===== src/sv/obng_pkg.sv =====
// Shared types, constants and constant functions of the oscillator bank noise generator.
// No dependencies; every other file of the block but obng_ram imports this package.
package obng_pkg;

  // Configuration port layout and register indexes.
  localparam int CFG_IDX_W  = 3;
  localparam int CFG_DATA_W = 32;

  localparam logic [CFG_IDX_W-1:0] REG_ACTIVE_COUNT = 3'd0;
  localparam logic [CFG_IDX_W-1:0] REG_BASE_STEP    = 3'd1;
  localparam logic [CFG_IDX_W-1:0] REG_STEP_SPACING = 3'd2;
  localparam logic [CFG_IDX_W-1:0] REG_OUTPUT_GAIN  = 3'd3;
  localparam logic [CFG_IDX_W-1:0] REG_PHASE_SEED   = 3'd4;

  // Register widths and reset values.
  localparam int COUNT_W = 9;
  localparam int PHASE_W = 32;
  localparam int GAIN_W  = 16;

  localparam logic [COUNT_W-1:0] ACTIVE_COUNT_RST = 9'd240;
  localparam logic [PHASE_W-1:0] BASE_STEP_RST    = 32'd93495886;
  localparam logic [PHASE_W-1:0] STEP_SPACING_RST = 32'd81499;
  localparam logic [GAIN_W-1:0]  OUTPUT_GAIN_RST  = 16'd546;
  localparam logic [PHASE_W-1:0] LFSR_RST         = 32'd1;

  // Output sample format.
  localparam int SAMPLE_W   = 16;
  localparam int SAMPLE_MAX = 32767;
  localparam int SAMPLE_MIN = -32768;
  localparam int GAIN_SHIFT = 16;

  // Magnitude of a cosine table entry (0 .. 32767).
  localparam int COS_MAG_W = 15;

  // Fixed-point constants of the table generator.
  localparam logic [63:0] Q62_ONE     = 64'h4000_0000_0000_0000;
  localparam logic [63:0] HALF_PI_Q62 = 64'h6487_ED51_10B4_611B;

  // Commands from the sequencer to the datapath.
  typedef struct packed {
    logic start;     // begin a pass: clear the sum, load step and LFSR copy
    logic init;      // pass is the phase load after reset, no sample produced
    logic issue;     // read the oscillator at the current index
    logic last;      // current index is the last oscillator
    logic mul;       // multiply the finished sum by the gain
    logic load_out;  // saturate and load the output register
  } ctrl_cmd_t;

  // One step of the 32-bit xorshift generator.
  function automatic logic [PHASE_W-1:0] lfsr_next(input logic [PHASE_W-1:0] x);
    logic [PHASE_W-1:0] y;
    y = x ^ (x << 13);
    y = y ^ (y >> 17);
    y = y ^ (y << 5);
    return y;
  endfunction

  // (a * b) >> 62 for Q62 operands whose product is below 4.0.
  function automatic logic [63:0] mul_q62(input logic [63:0] a, input logic [63:0] b);
    logic [127:0] p;
    p = {64'd0, a} * {64'd0, b};
    return p[125:62];
  endfunction

  // One Horner step of the cosine series: 1 - p, floored at zero.
  function automatic logic [63:0] taylor_fold(input logic [63:0] p);
    return (p >= Q62_ONE) ? 64'd0 : Q62_ONE - p;
  endfunction

  // Rounded magnitude of 32767 * cos(pi/2 * m / 2^(tbits-2)), m in 0 .. 2^(tbits-2).
  // Evaluated at elaboration only, to fill the quarter-wave table.
  function automatic logic [COS_MAG_W-1:0] quarter_cos_mag(input int unsigned m,
                                                           input int unsigned tbits);
    logic [63:0] frac;
    logic [63:0] x;
    logic [63:0] x2;
    logic [63:0] t;
    logic [63:0] v;
    frac = 64'(m) << (64 - tbits);
    x    = mul_q62(HALF_PI_Q62, frac);
    x2   = mul_q62(x, x);
    t    = Q62_ONE;
    t    = taylor_fold(mul_q62(x2, t) / 64'd650);
    t    = taylor_fold(mul_q62(x2, t) / 64'd552);
    t    = taylor_fold(mul_q62(x2, t) / 64'd462);
    t    = taylor_fold(mul_q62(x2, t) / 64'd380);
    t    = taylor_fold(mul_q62(x2, t) / 64'd306);
    t    = taylor_fold(mul_q62(x2, t) / 64'd240);
    t    = taylor_fold(mul_q62(x2, t) / 64'd182);
    t    = taylor_fold(mul_q62(x2, t) / 64'd132);
    t    = taylor_fold(mul_q62(x2, t) / 64'd90);
    t    = taylor_fold(mul_q62(x2, t) / 64'd56);
    t    = taylor_fold(mul_q62(x2, t) / 64'd30);
    t    = taylor_fold(mul_q62(x2, t) / 64'd12);
    t    = taylor_fold(mul_q62(x2, t) / 64'd2);
    v    = (((t >> 20) * 64'd32767) + (64'd1 << 41)) >> 42;
    return v[COS_MAG_W-1:0];
  endfunction

endpackage


===== src/sv/obng_ctrl.sv =====
// Sequencer of the oscillator bank noise generator: phase load after reset, one pass
// over the bank per tick, multiply and output handoff. Depends on obng_pkg.
module obng_ctrl
  import obng_pkg::*;
#(
  parameter int NUM_OSC = 256
) (
  input  logic                                       clk_i,
  input  logic                                       rst_ni,
  input  logic                                       in_valid_i,
  output logic                                       in_ready_o,
  output logic                                       out_valid_o,
  input  logic                                       out_ready_i,
  output ctrl_cmd_t                                  cmd_o,
  output logic [$clog2(NUM_OSC > 1 ? NUM_OSC : 2)-1:0] idx_o
);

  localparam int IDX_W = $clog2(NUM_OSC > 1 ? NUM_OSC : 2);
  localparam logic [IDX_W-1:0] IDX_LAST = IDX_W'(NUM_OSC - 1);

  localparam logic [2:0] ST_BOOT  = 3'd0;
  localparam logic [2:0] ST_IDLE  = 3'd1;
  localparam logic [2:0] ST_RUN   = 3'd2;
  localparam logic [2:0] ST_DRAIN = 3'd3;
  localparam logic [2:0] ST_MUL   = 3'd4;
  localparam logic [2:0] ST_DONE  = 3'd5;

  // The datapath has three stages behind the read issue.
  localparam logic [1:0] DRAIN_LAST = 2'd2;

  logic [2:0]       state_q, state_d;
  logic [IDX_W-1:0] idx_q, idx_d;
  logic [1:0]       drain_q, drain_d;
  logic             init_q, init_d;
  logic             out_valid_q, out_valid_d;
  ctrl_cmd_t        cmd;

  always_comb begin
    state_d     = state_q;
    idx_d       = idx_q;
    drain_d     = drain_q;
    init_d      = init_q;
    out_valid_d = out_valid_q;
    cmd         = '0;
    in_ready_o  = 1'b0;

    if (out_valid_q && out_ready_i) begin
      out_valid_d = 1'b0;
    end

    unique case (state_q)
      ST_BOOT: begin
        cmd.start = 1'b1;
        cmd.init  = 1'b1;
        init_d    = 1'b1;
        idx_d     = '0;
        state_d   = ST_RUN;
      end
      ST_IDLE: begin
        in_ready_o = 1'b1;
        if (in_valid_i) begin
          cmd.start = 1'b1;
          init_d    = 1'b0;
          idx_d     = '0;
          state_d   = ST_RUN;
        end
      end
      ST_RUN: begin
        cmd.issue = 1'b1;
        cmd.last  = (idx_q == IDX_LAST);
        if (idx_q == IDX_LAST) begin
          drain_d = '0;
          state_d = ST_DRAIN;
        end else begin
          idx_d = idx_q + IDX_W'(1);
        end
      end
      ST_DRAIN: begin
        drain_d = drain_q + 2'd1;
        if (drain_q == DRAIN_LAST) begin
          state_d = init_q ? ST_IDLE : ST_MUL;
        end
      end
      ST_MUL: begin
        cmd.mul = 1'b1;
        state_d = ST_DONE;
      end
      ST_DONE: begin
        if (!out_valid_q || out_ready_i) begin
          cmd.load_out = 1'b1;
          out_valid_d  = 1'b1;
          state_d      = ST_IDLE;
        end
      end
      default: begin
        state_d = ST_IDLE;
      end
    endcase
  end

  always_ff @(posedge clk_i or negedge rst_ni) begin
    if (!rst_ni) begin
      state_q     <= ST_BOOT;
      idx_q       <= '0;
      drain_q     <= '0;
      init_q      <= 1'b1;
      out_valid_q <= 1'b0;
    end else begin
      state_q     <= state_d;
      idx_q       <= idx_d;
      drain_q     <= drain_d;
      init_q      <= init_d;
      out_valid_q <= out_valid_d;
    end
  end

  assign cmd_o       = cmd;
  assign idx_o       = idx_q;
  assign out_valid_o = out_valid_q;

endmodule


===== config.mk =====
export PLATFORM = sky130hd
export DESIGN_NAME = obng_ctrl
export DESIGN_NICKNAME = d
export VERILOG_FILES = /design/src/sv/obng_pkg.sv /design/src/sv/obng_ctrl.sv
export SDC_FILE = /design/constraint.sdc
export NUM_CORES = 1
export LEC_CHECK = 0
export ABC_CLOCK_PERIOD_IN_PS = 4520
export BUFFER_PORTS_ARGS = -buffer_cell sky130_fd_sc_hd__buf_2
export CAP_MARGIN = 20
export CORE_MARGIN = 1.5
export CORE_UTILIZATION = 45
export CTS_CLUSTER_DIAMETER = 80
export DETAILED_ROUTE_END_ITERATION = 16
export HOLD_SLACK_MARGIN = 0.15
export PLACE_DENSITY = 0.69
export SLEW_MARGIN = 25
export SYNTH_ARGS = -nofsm -noshare
export SYNTH_HDL_FRONTEND = slang
export SYNTH_SLANG_ARGS = --single-unit

===== constraint.sdc =====
create_clock -name clk_i -period 4.52 [get_ports clk_i]
set_clock_uncertainty 0.1 [all_clocks]
set_input_delay 0.904 -clock clk_i [delete_from_list [all_inputs] [get_ports clk_i]]
set_output_delay 0.904 -clock clk_i [all_outputs]
set_load 0.01 [all_outputs]

==> results by group <==
Clock network
  • Root buf cell: clkbuf_4
  • Clock sinks: 15
  • Postcts setup bufs: 0
  • CTS resizes: 0
  • CTS buffer count: 3
  • Htree depth: 1
  • Hold buffers post-CTS: 0
  • Clk pin slew, worst setup/hold paths: 0.08 ns
  • Clock Path Buffers: 2
  • Clock latency at the later pin of the worst-skew pair: 0.28 ns
  • CTS tree: done

Global route
  • Overall routing resource usage: 16.64%
  • Total congestion overflow: 0
  • Largest net degree at the start of global routing: 16
  • First-pass GRT wire length: 2456 um
  • Antenna violations before repair: 0
  • Vias in the first global route: 549

Floorplanning
  • Starting density of the core: 48.51%
  • Die span in y: 46.61 um
  • Core Area: 0.001764 mm^2
  • Row count: 15
  • Chip Width: 46.61 um
  • DIE AREA: 0.002172 mm^2
  • # IOs: 20

STA
  • Slew @ Worst Pin: 0.3537 ns
  • Final hold vios: 0
  • Final period utilization: 58.18%
  • Final worst-path setup slack: 1.890 ns
  • Final setup violation count: 0
  • Setup TNS: 0 ns
  • Slew headroom: 76.42%
  • Peak Freq: 0.3802 GHz
  • Minimum clock period after layout: 2.630 ns
  • Unrepaired setup endpoints after global routing: no
  • Worst hold slack: 0.4029 ns
  • Slew Limit Fails: 0

Critical path
  • Crit Path Max Fanout: 11
  • Worst setup SP type: register
  • Worst path arrival time: 1.63 ns
  • R2R setup slack: 2.80 ns
  • Worst R2R Start: state_q[0]
  • R2R Path End: idx_o[2]
  • Reg2Reg Depth: 4
  • CP required: 3.52 ns
  • Critical Path Sink Type: output pin
  • Crit Path Class: register to output pin

Drt
  • Drt pass-1 iters: 3
  • Routed vias: 685
  • Initial DRC Count: 13
  • Wire per inst: 11.12 um
  • Final WL: 1468 um
  • Vias/cell: 5.189
  • DRC Markers: 0
  • Post-route ant nets: 0

Placement
  • Final Wtd Congestion: 0.7867
  • DP Wirelength: 1125 um
  • Pre-CTS setup slack: 1.915 ns
  • Port bufs: 19
  • Placed cell areas: 958.4 um^2

Synthesis
  • Share of the yosys chip area belonging to registers: 44.01%
  • Synth unique cells: 34
  • Synth warn: 0
  • Mapped cell area: 855.8 um^2
  • Synth Register Bits: 15
  • Net Count, Synth: 93
  • Synthesized instance count: 87
  • Avg Cell Area, Syn: 9.837 um^2

Layout
  • Layout cells sized above 1: 28.97%
  • Final instance area: 984.7 um^2
  • N_diodes: 0
  • Area Overhead vs Synth: 15.06%
  • Final #Nets: 114

Power
  • Switching power: 0.2705 mW
  • Reg power frac: 41.7%
  • Power share of the combinational group: 46.7%
  • Peak VDD IR: 327.2 uV
  • Pwr/cell area: 644.7 mW/mm^2
  • Pwr Total: 0.6348 mW
  • Clock power frac: 11.6%
  • Internal power: 0.3643 mW
  • Leakage: 0.5097 nW
  • Sw Ratio: 42.61%

Worst hold path
  • Type of the worst min-delay path: register to register
  • Hold path endpoint: drain_q[1]
  • Hold depth: 1
  • Hold_sp: drain_q[1]

Run
  • Max-cap violations: 0

Outcome
  • Status: finished, final reports clean
## power by group through the flow
stage	combinational, mW	sequential, mW	clock, mW
2_1_floorplan	0.246	0.257	0
6_report	0.296	0.265	0.0735
4_1_cts	0.303	0.265	0.0789
3_3_place_gp	0.297	0.268	0
5_1_grt	0.340	0.278	0.0842
3_5_place_dp	0.301	0.267	0
## critical path, cell delays in order, from the launching register on
cell	delay, ns
dfrtp_1	0.48
or3b_1	0.58
nor2_1	0.15
buf_2	0.14
## cell type report
type	count	area, um^2
Tap cell	25	31.28
Fill cell	180	779.5
Clock buffer	4	26.28
Timing Repair Buffer	19	95.09
Inverter	6	27.53
Multi-Input combinational cell	63	427.9
Sequential cell	15	376.6
## stage by stage
stage          cells  utilization (%)
6_report         132            55.82
3_3_place_gp     128            54.33
4_1_cts          132            55.82
3_5_place_dp     128            54.33
5_1_grt          132            55.82
2_1_floorplan     87                -
## worst max-delay path by stage
| stage | startpoint | end | slack (ns) | depth (start not counted) |
|---|---|---|---|---|
| global placement | in_valid_i | cmd_o[5] | 1.93 | 5 |
| global route | idx_o[0] | cmd_o[2] | 1.80 | 5 |
| CTS | state_q[0] | cmd_o[2] | 1.86 | 3 |
| finish | state_q[0] | cmd_o[2] | 1.89 | 3 |
| floorplan | in_valid_i | cmd_o[5] | 2.23 | 3 |
| detailed placement | in_valid_i | cmd_o[5] | 1.92 | 5 |
## Yosys cell counts (all sizes together)
cell type,instances,area (um^2)
a21o,2,15.01
o211ai,2,15.01
inv,5,18.77
nor2,7,26.28
xnor2,2,17.52
o21a,1,7.510
clkinv,1,8.760
nor3,2,10.01
or3b,1,8.760
xor2,4,35.03
a22o,4,35.03
a21bo,1,10.01
nand3,4,30.03
dfstp,1,26.28
buf,3,23.77
nand2,8,30.03
a21oi,4,23.77
ha,2,25.02
nand3b,1,7.510
dfrtp,14,350.3
o2bb2ai,1,8.760
nand2b,3,18.77
and4,1,8.760
a31o,1,17.52
nor2b,1,6.260
a41o,1,10.01
o21ai,7,42.54
nand4,2,12.51
and2,1,6.260
## logic make-up (layout without fill, tap and decap cells)
kind of cell	count (synthesis)	count (layout)	synth area share (%)
compound gates	24	24	21.64
xor+xnor	6	6	6.140
fa+ha+maj	2	2	2.924
buf+inv	9	29	5.994
flops	15	15	44.01
simple gates	31	31	19.30
## layout by cell type (no fill, tap or decap), drive strengths merged
cell | synthesis | routed
buf | 3 | 19
dfrtp | 14 | 14
nand2 | 8 | 8
nor2 | 7 | 7
o21ai | 7 | 7
inv | 5 | 5
xor2 | 4 | 4
a22o | 4 | 4
a21oi | 4 | 4
clkbuf | 0 | 4
nand3 | 4 | 4
nand2b | 3 | 3
nor3 | 2 | 2
a21o | 2 | 2
xnor2 | 2 | 2
nand4 | 2 | 2
o211ai | 2 | 2
ha | 2 | 2
or3b | 1 | 1
clkinv | 1 | 1
and4 | 1 | 1
and2 | 1 | 1
nor2b | 1 | 1
a21bo | 1 | 1
a31o | 1 | 1
nand3b | 1 | 1
o21a | 1 | 1
a41o | 1 | 1
o2bb2ai | 1 | 1
dfstp | 1 | 1
## registers in the layout, summed over array words and instances, names as in the netlist
| name | cells |
|---|---|
| init_q | 1 |
| idx_o | 8 |
| out_valid_o | 1 |
| state_q | 3 |
| drain_q | 2 |
## layer usage
layer | global-route usage (%) | share of wire, %
met5 | 0 | 0
met2 | 22.78 | 45
met1 | 23.19 | 50
met4 | 6.667 | 0.89
met3 | 6.667 | 4.4
(Power assumes the default switching activity.)
